## src/design/sts_pkg.sv

```systemverilog
`default_nettype none
package sts_pkg;

    localparam int DEFAULT_TABLE_DEPTH = 64;
    localparam int DATA_W              = 32;
    localparam int POS_W               = 6;
    localparam int STATUS_W            = 2;

    typedef logic [STATUS_W-1:0] status_t;
    typedef logic [POS_W-1:0]    pos_t;
    typedef logic signed [DATA_W-1:0] data_t;

    localparam status_t ST_APPENDED  = 2'd0;
    localparam status_t ST_FULL      = 2'd1;
    localparam status_t ST_FOUND     = 2'd2;
    localparam status_t ST_NOT_FOUND = 2'd3;

    localparam logic OP_APPEND = 1'b0;
    localparam logic OP_SEARCH = 1'b1;

endpackage
`default_nettype wire

```

## src/design/sorted_table_binary_search.sv

```systemverilog
`default_nettype none
// Channel  Handshake            Fields                 Dir  Carries
// request  in_valid/in_ready    operation, value, key  in   append value or search key
// result   out_valid/out_ready  status, position       out  status and entry index
//
// An append is answered from the idle state without a table read. A search makes
// P probes, at most floor(log2(fill count)) + 1; each probe is one read of the
// table RAM (registered) followed by the compare. Reset clears state, fill count
// and out_valid; table contents stay undefined until written.
// A result that is not taken holds the block: no request is taken until the
// output register is free.
module sorted_table_binary_search #(
    parameter int TABLE_DEPTH = sts_pkg::DEFAULT_TABLE_DEPTH
) (
    input  wire logic             clk,
    input  wire logic             rst_n,
    input  wire logic             in_valid,
    output logic                  in_ready,
    input  wire logic             operation,
    input  wire sts_pkg::data_t   value,
    input  wire sts_pkg::data_t   key,
    output logic                  out_valid,
    input  wire logic             out_ready,
    output sts_pkg::status_t      status,
    output sts_pkg::pos_t         position
);
    import sts_pkg::*;

    localparam int AW = $clog2(TABLE_DEPTH);
    localparam int CW = $clog2(TABLE_DEPTH + 1);

    localparam logic [1:0] S_IDLE = 2'd0;
    localparam logic [1:0] S_READ = 2'd1;
    localparam logic [1:0] S_CMP  = 2'd2;

    logic [1:0]    state_reg, state_next;
    logic [CW-1:0] fill_reg, fill_next;
    logic [CW-1:0] start_reg, start_next;
    logic [CW-1:0] size_reg, size_next;
    data_t         key_reg, key_next;
    logic          out_valid_reg, out_valid_next;
    status_t       status_reg, status_next;
    pos_t          position_reg, position_next;

    logic [CW-1:0] mid;
    logic [CW-1:0] idx;
    logic [CW-1:0] size_less;
    logic          out_free;
    logic          accept;
    logic          full;
    logic          mem_we;
    logic          mem_re;
    data_t         entry;

    assign mid       = size_reg >> 1;
    assign idx       = start_reg + mid;
    assign size_less = size_reg - mid - CW'(1);
    assign out_free  = !out_valid_reg || out_ready;
    assign in_ready  = (state_reg == S_IDLE) && out_free;
    assign accept    = in_valid && in_ready;
    assign full      = (fill_reg == CW'(TABLE_DEPTH));
    assign mem_we    = accept && (operation == OP_APPEND) && !full;
    assign mem_re    = (state_reg == S_READ);

    sts_ram #(
        .DEPTH (TABLE_DEPTH),
        .AW    (AW)
    ) u_ram (
        .clk   (clk),
        .we    (mem_we),
        .waddr (fill_reg[AW-1:0]),
        .wdata (value),
        .re    (mem_re),
        .raddr (idx[AW-1:0]),
        .rdata (entry)
    );

    always_comb
    begin
        state_next     = state_reg;
        fill_next      = fill_reg;
        start_next     = start_reg;
        size_next      = size_reg;
        key_next       = key_reg;
        status_next    = status_reg;
        position_next  = position_reg;
        out_valid_next = out_valid_reg && !out_ready;

        unique case (state_reg)
            S_IDLE:
            begin
                if (accept)
                begin
                    if (operation == OP_APPEND)
                    begin
                        out_valid_next = 1'b1;
                        if (full)
                        begin
                            status_next   = ST_FULL;
                            position_next = '0;
                        end
                        else
                        begin
                            status_next   = ST_APPENDED;
                            position_next = POS_W'(fill_reg);
                            fill_next     = fill_reg + CW'(1);
                        end
                    end
                    else if (fill_reg == '0)
                    begin
                        out_valid_next = 1'b1;
                        status_next    = ST_NOT_FOUND;
                        position_next  = '0;
                    end
                    else
                    begin
                        key_next   = key;
                        start_next = '0;
                        size_next  = fill_reg;
                        state_next = S_READ;
                    end
                end
            end
            S_READ:
            begin
                state_next = S_CMP;
            end
            S_CMP:
            begin
                // hold the span and the read data until the output is free
                if (entry == key_reg)
                begin
                    if (out_free)
                    begin
                        out_valid_next = 1'b1;
                        status_next    = ST_FOUND;
                        position_next  = POS_W'(idx);
                        state_next     = S_IDLE;
                    end
                end
                else if (entry < key_reg)
                begin
                    if (size_less == '0)
                    begin
                        if (out_free)
                        begin
                            out_valid_next = 1'b1;
                            status_next    = ST_NOT_FOUND;
                            position_next  = '0;
                            state_next     = S_IDLE;
                        end
                    end
                    else
                    begin
                        start_next = idx + CW'(1);
                        size_next  = size_less;
                        state_next = S_READ;
                    end
                end
                else
                begin
                    if (mid == '0)
                    begin
                        if (out_free)
                        begin
                            out_valid_next = 1'b1;
                            status_next    = ST_NOT_FOUND;
                            position_next  = '0;
                            state_next     = S_IDLE;
                        end
                    end
                    else
                    begin
                        size_next  = mid;
                        state_next = S_READ;
                    end
                end
            end
            default:
            begin
                state_next = S_IDLE;
            end
        endcase
    end

    always_ff @(posedge clk or negedge rst_n)
    begin
        if (!rst_n)
        begin
            state_reg     <= S_IDLE;
            fill_reg      <= '0;
            out_valid_reg <= 1'b0;
        end
        else
        begin
            state_reg     <= state_next;
            fill_reg      <= fill_next;
            out_valid_reg <= out_valid_next;
        end
    end

    always_ff @(posedge clk)
    begin
        start_reg    <= start_next;
        size_reg     <= size_next;
        key_reg      <= key_next;
        status_reg   <= status_next;
        position_reg <= position_next;
    end

    assign out_valid = out_valid_reg;
    assign status    = status_reg;
    assign position  = position_reg;

endmodule
`default_nettype wire

```

## src/design/sts_ram.sv

```systemverilog
`default_nettype none
module sts_ram #(
    parameter int DEPTH = sts_pkg::DEFAULT_TABLE_DEPTH,
    parameter int AW    = $clog2(DEPTH)
) (
    input  wire logic                 clk,
    input  wire logic                 we,
    input  wire logic [AW-1:0]        waddr,
    input  wire sts_pkg::data_t       wdata,
    input  wire logic                 re,
    input  wire logic [AW-1:0]        raddr,
    output sts_pkg::data_t            rdata
);
    import sts_pkg::*;

    data_t mem [DEPTH];
    data_t rdata_reg;

    always_ff @(posedge clk)
    begin
        if (we)
        begin
            mem[waddr] <= wdata;
        end
    end

    always_ff @(posedge clk)
    begin
        if (re)
        begin
            rdata_reg <= mem[raddr];
        end
    end

    assign rdata = rdata_reg;

endmodule
`default_nettype wire

```

## config.mk

```make
export PLATFORM = sky130hd
export DESIGN_NAME = sorted_table_binary_search
export DESIGN_NICKNAME = d
export VERILOG_FILES = /design/src/design/sts_pkg.sv /design/src/design/sorted_table_binary_search.sv /design/src/design/sts_ram.sv
export SDC_FILE = /design/constraint.sdc
export NUM_CORES = 2
export LEC_CHECK = 0
export ABC_AREA = 1
export ABC_CLOCK_PERIOD_IN_PS = 5700
export BUFFER_PORTS_ARGS = -buffer_cell sky130_fd_sc_hd__buf_2
export CAP_MARGIN = 20
export CORE_ASPECT_RATIO = 0.9
export CORE_MARGIN = 2
export CORE_UTILIZATION = 40
export CTS_CLUSTER_DIAMETER = 60
export DETAILED_ROUTE_END_ITERATION = 8
export PLACE_DENSITY = 0.65
export SKIP_LAST_GASP = 1
export SLEW_MARGIN = 30
export SYNTH_ARGS = -nofsm -noshare
export SYNTH_HDL_FRONTEND = slang
export SYNTH_SLANG_ARGS = --single-unit
```

## constraint.sdc

```tcl
create_clock -name clk -period 5.7 [get_ports clk]
set_input_delay 0.57 -clock clk [delete_from_list [all_inputs] [get_ports clk]]
set_output_delay 0.57 -clock clk [all_outputs]
set_load 0.02 [all_outputs]
```

==> report_table.html <==
<table>
<tr><th>Metric</th><th>Value</th></tr>
<tr><th colspan="2">Route</th></tr>
<tr><td>Via/cell ratio</td><td>5.77</td></tr>
<tr><td>Average wire per cell in the routed design</td><td>26.0 µm</td></tr>
<tr><td>First DRT Iteration DRCs</td><td>8802</td></tr>
<tr><td>Number of DRC violations after detailed routing</td><td>0</td></tr>
<tr><td>Number of iterations in the first detailed-routing pass</td><td>8</td></tr>
<tr><td>Number of vias in the routed layout</td><td>56.4k</td></tr>
<tr><td>WL final</td><td>255000 µm</td></tr>
<tr><td>Post-route ant nets</td><td>0</td></tr>
<tr><th colspan="2">Global route</th></tr>
<tr><td>Maximum number of pins on one net before global-route repair</td><td>209</td></tr>
<tr><td>Met1 track demand over resource</td><td>32.5%</td></tr>
<tr><td>Global Route Usage Sum</td><td>22.7%</td></tr>
<tr><td>GRT met3 Usage</td><td>5.82%</td></tr>
<tr><td>Antenna violations before repair</td><td>10</td></tr>
<tr><td>Via count of the first global-routing pass</td><td>52.5k</td></tr>
<tr><td>Global routing met2 resource utilization</td><td>33.6%</td></tr>
<tr><td>First-pass GRT wire length</td><td>365000 µm</td></tr>
<tr><td>Total congestion overflow after global routing</td><td>0</td></tr>
<tr><td>Most utilized layer in the global route result</td><td>met2</td></tr>
<tr><th colspan="2">Floorplan</th></tr>
<tr><td>Floorplan die area</td><td>218000 µm²</td></tr>
<tr><td>Core footprint</td><td>213000 µm²</td></tr>
<tr><td>Die width</td><td>492 µm</td></tr>
<tr><td>Vertical die dimension</td><td>443 µm</td></tr>
<tr><td>Number of core rows</td><td>161</td></tr>
<tr><td>Initial core utilization</td><td>40.1%</td></tr>
<tr><td>Number of ports placed on the die boundary</td><td>79</td></tr>
<tr><th colspan="2">STA</th></tr>
<tr><td>Post-route minimum period</td><td>4710 ps</td></tr>
<tr><td>Max Clock Skew</td><td>47.6 ps</td></tr>
<tr><td>Period utilization</td><td>82.6%</td></tr>
<tr><td>Final count of pins violating max slew</td><td>0</td></tr>
<tr><td># setup viols final</td><td>0</td></tr>
<tr><td>Setup TNS Final</td><td>0 ps</td></tr>
<tr><td>Final worst slack</td><td>991 ps</td></tr>
<tr><td>Measured slew at the worst slew-check pin</td><td>1080 ps</td></tr>
<tr><td>Worst slew margin</td><td>27.9%</td></tr>
<tr><td>Unrepaired setup endpoints after global routing</td><td>no</td></tr>
<tr><td>Achievable frequency</td><td>212 MHz</td></tr>
<tr><td>Number of hold violations in the final report</td><td>0</td></tr>
<tr><th colspan="2">Clock tree</th></tr>
<tr><td>H-tree lvl count</td><td>4</td></tr>
<tr><td>Number of gates resized after cts</td><td>0</td></tr>
<tr><td>Clock transition time at the flip-flop clock pins of the worst setup and hold paths</td><td>60 ps</td></tr>
<tr><td>Worst-case clock buffer depth</td><td>3</td></tr>
<tr><td>Cell chosen for the clock root</td><td>sky130_fd_sc_hd__clkbuf_16</td></tr>
<tr><td>Number of buffers added by the clock tree synthesis step</td><td>204</td></tr>
<tr><td>Clock tree from TritonCTS</td><td>done</td></tr>
<tr><td>Clock insertion delay at the later pin of the skew report</td><td>860 ps</td></tr>
<tr><td>Number of sinks on the clock net</td><td>2143</td></tr>
<tr><th colspan="2">Synthesis</th></tr>
<tr><td>Number of instances in the synthesized netlist</td><td>6715</td></tr>
<tr><td>EDFF count, synth</td><td>2133</td></tr>
<tr><td>Primary FF master, synth</td><td>sky130_fd_sc_hd__edfxtp_1</td></tr>
<tr><td>Netlist Area Pre-Place</td><td>85600 µm²</td></tr>
<tr><td>Number of synthesis warnings</td><td>0</td></tr>
<tr><td>Sequential fraction of the synthesis area</td><td>75.2%</td></tr>
<tr><td>Synthesized net count</td><td>6835</td></tr>
<tr><td>Cell variety after synth</td><td>36</td></tr>
<tr><td>Async set-reset flop share out of synthesis</td><td>0.467%</td></tr>
<tr><td>FF+latch count, synth</td><td>2143</td></tr>
<tr><td>Mean instance size in the synthesized netlist</td><td>12.7 µm²</td></tr>
<tr><th colspan="2">Critical path</th></tr>
<tr><td>Critical Path RT</td><td>6360 ps</td></tr>
<tr><td>Crit path max fanout</td><td>134</td></tr>
<tr><td>CP Launch Type</td><td>flip-flop</td></tr>
<tr><td>Endpoint type of the worst setup path</td><td>flip-flop</td></tr>
<tr><td>Arrival time worst endpoint</td><td>5370 ps</td></tr>
<tr><td>Classification of the worst setup path</td><td>flip-flop to flip-flop</td></tr>
<tr><th colspan="2">Place</th></tr>
<tr><td>Setup WS pre-CTS</td><td>1350 ps</td></tr>
<tr><td>Routability congestion estimate from global placement</td><td>0.907</td></tr>
<tr><td>Count of port buffers added during placement</td><td>78</td></tr>
<tr><td>Half-perimeter wire length after placement</td><td>145000 µm</td></tr>
<tr><th colspan="2">Finish</th></tr>
<tr><td>Commonest non-fill, non-tap cell in the layout</td><td>sky130_fd_sc_hd__edfxtp_1</td></tr>
<tr><td>Share of final-layout standard cells stronger than drive strength 1</td><td>8.88%</td></tr>
<tr><td>Fill cell instance count of the final layout</td><td>18.7k</td></tr>
<tr><td>Layout area overhead</td><td>13.2%</td></tr>
<tr><td>Multi-input logic area</td><td>19600 µm²</td></tr>
<tr><td>End-of-flow core utilization</td><td>45.4%</td></tr>
<tr><td>Flip-flop count of the largest register, all copies and words added</td><td>2048</td></tr>
<tr><td>Most frequent cells in the layout</td><td>2133 x sky130_fd_sc_hd__edfxtp_1, 1055 x sky130_fd_sc_hd__nor2_1, 1038 x sky130_fd_sc_hd__o21ai_0</td></tr>
<tr><td>Sequential cell area</td><td>64300 µm²</td></tr>
<tr><td>Final #Nets</td><td>6889</td></tr>
<tr><th colspan="2">Worst hold path</th></tr>
<tr><td>Worst hold path class</td><td>input port to flip-flop</td></tr>
<tr><th colspan="2">Flow run</th></tr>
<tr><td>Max Cap Violations</td><td>0</td></tr>
<tr><th colspan="2">Status</th></tr>
<tr><td>Result of the run</td><td>completed</td></tr>
</table>
Yosys cell counts (2+ instances only):
cell	number	share of area (%)
sky130_fd_sc_hd__buf_2	91	0.53
sky130_fd_sc_hd__o21ai_0	1038	6.1
sky130_fd_sc_hd__nor2_1	1117	4.9
sky130_fd_sc_hd__nand4_1	10	0.073
sky130_fd_sc_hd__xor2_1	6	0.061
sky130_fd_sc_hd__dfrtp_1	10	0.29
sky130_fd_sc_hd__fa_1	2	0.047
sky130_fd_sc_hd__clkinv_1	2	0.0088
sky130_fd_sc_hd__edfxtp_1	2133	75
sky130_fd_sc_hd__inv_1	78	0.34
sky130_fd_sc_hd__inv_2	4	0.018
sky130_fd_sc_hd__o21ai_1	3	0.018
sky130_fd_sc_hd__clkbuf_1	292	1.3
sky130_fd_sc_hd__ha_1	49	0.72
sky130_fd_sc_hd__mux2i_1	32	0.37
sky130_fd_sc_hd__o22ai_1	579	4.2
sky130_fd_sc_hd__buf_1	31	0.14
sky130_fd_sc_hd__nor3_1	11	0.064
sky130_fd_sc_hd__xnor2_1	3	0.031
sky130_fd_sc_hd__buf_6	6	0.079
sky130_fd_sc_hd__nand3_1	51	0.30
sky130_fd_sc_hd__buf_4	28	0.25
sky130_fd_sc_hd__nand2_1	971	4.3
sky130_fd_sc_hd__a21oi_1	153	0.90
sky130_fd_sc_hd__nand3b_1	2	0.018
sky130_fd_sc_hd__o32ai_1	3	0.031
critical path, cell delays in order, from the launching register on:
cell and delay, ps:
sky130_fd_sc_hd__edfxtp_1 450, sky130_fd_sc_hd__ha_4 200, sky130_fd_sc_hd__fa_4 780, sky130_fd_sc_hd__inv_16 400
sky130_fd_sc_hd__buf_4 470, sky130_fd_sc_hd__o21ai_0 160, sky130_fd_sc_hd__o22ai_1 300, sky130_fd_sc_hd__nand2_1 100
sky130_fd_sc_hd__a21oi_1 820, sky130_fd_sc_hd__o22ai_1 490, sky130_fd_sc_hd__mux2i_1 280
path summary, 6_finish.rpt:
path	start	end	slack (ps)	depth (start not counted)
setup / recovery	size_reg[1]$_DFFE_PP_	u_ram.rdata[5]$_DFFE_PN_	990	10
hold / removal	out_ready	out_valid$_DFF_PN0_	90	4
setup reg to reg	size_reg[1]$_DFFE_PP_	u_ram.rdata[5]$_DFFE_PN_	990	10
hold reg to reg	fill_reg[6]$_DFFE_PN0P_	fill_reg[6]$_DFFE_PN0P_	480	1
max in group asynchronous	rst_n	fill_reg[6]$_DFFE_PN0P_	5290	2
min in group asynchronous	rst_n	fill_reg[5]$_DFFE_PN0P_	160	2
timing repair:
action	4_1_cts	5_1_grt
setup buffers	0	0
endpoints found under the hold margin	42	0
hold buffers	33	0
metal layers:
layer  vias to the layer above  part of all wire (%)
li1                      24700                     -
met1                     28200                    40
met2                      3162                    44
met3                       428                    12
met4                         8                   3.6
met5                         -                 0.018
cell type report:
| type | instances | area share [%] |
|---|---|---|
| sequential | 2143 | 66.4 |
| inverter | 86 | 0.385 |
| clock inverter | 103 | 1.09 |
| antenna | 3 | 0.00775 |
| multi-input combinational | 4038 | 20.2 |
| timing repair buffer | 296 | 2.72 |
| tap | 2852 | 3.68 |
| clock buffer | 262 | 5.56 |
through the flow:
| stage | hold slack [ps] | area [µm²] | std cells |
|---|---|---|---|
| 4_1_cts | 42.7 | 96700 | 9773 |
| 2_1_floorplan | 274 | 85600 | 6715 |
| 3_5_place_dp | 465 | 89900 | 9375 |
| 6_report | 85.0 | 96900 | 9783 |
| 5_1_grt | 70.1 | 96900 | 9780 |
| 3_3_place_gp | 462 | 89700 | 9369 |
cell families (layout without fill, tap and decap cells):
group                      Yosys count  count (layout)  share of synthesized area (%)
DFF                               2143            2143                           75.2
muxes                               32              32                          0.374
and+or+nand+nor                   2164            2164                           9.63
other                                0               3                              0
xor gates and xnor gates            11              11                          0.130
adders and majority gates           51              51                          0.763
buffers and inverters              534             747                           2.66
AOI/OAI and AO/OA                 1780            1780                           11.3
Power is not shown: default switching activity piles up to over one toggle a cycle in this logic, so the estimate is an artifact.
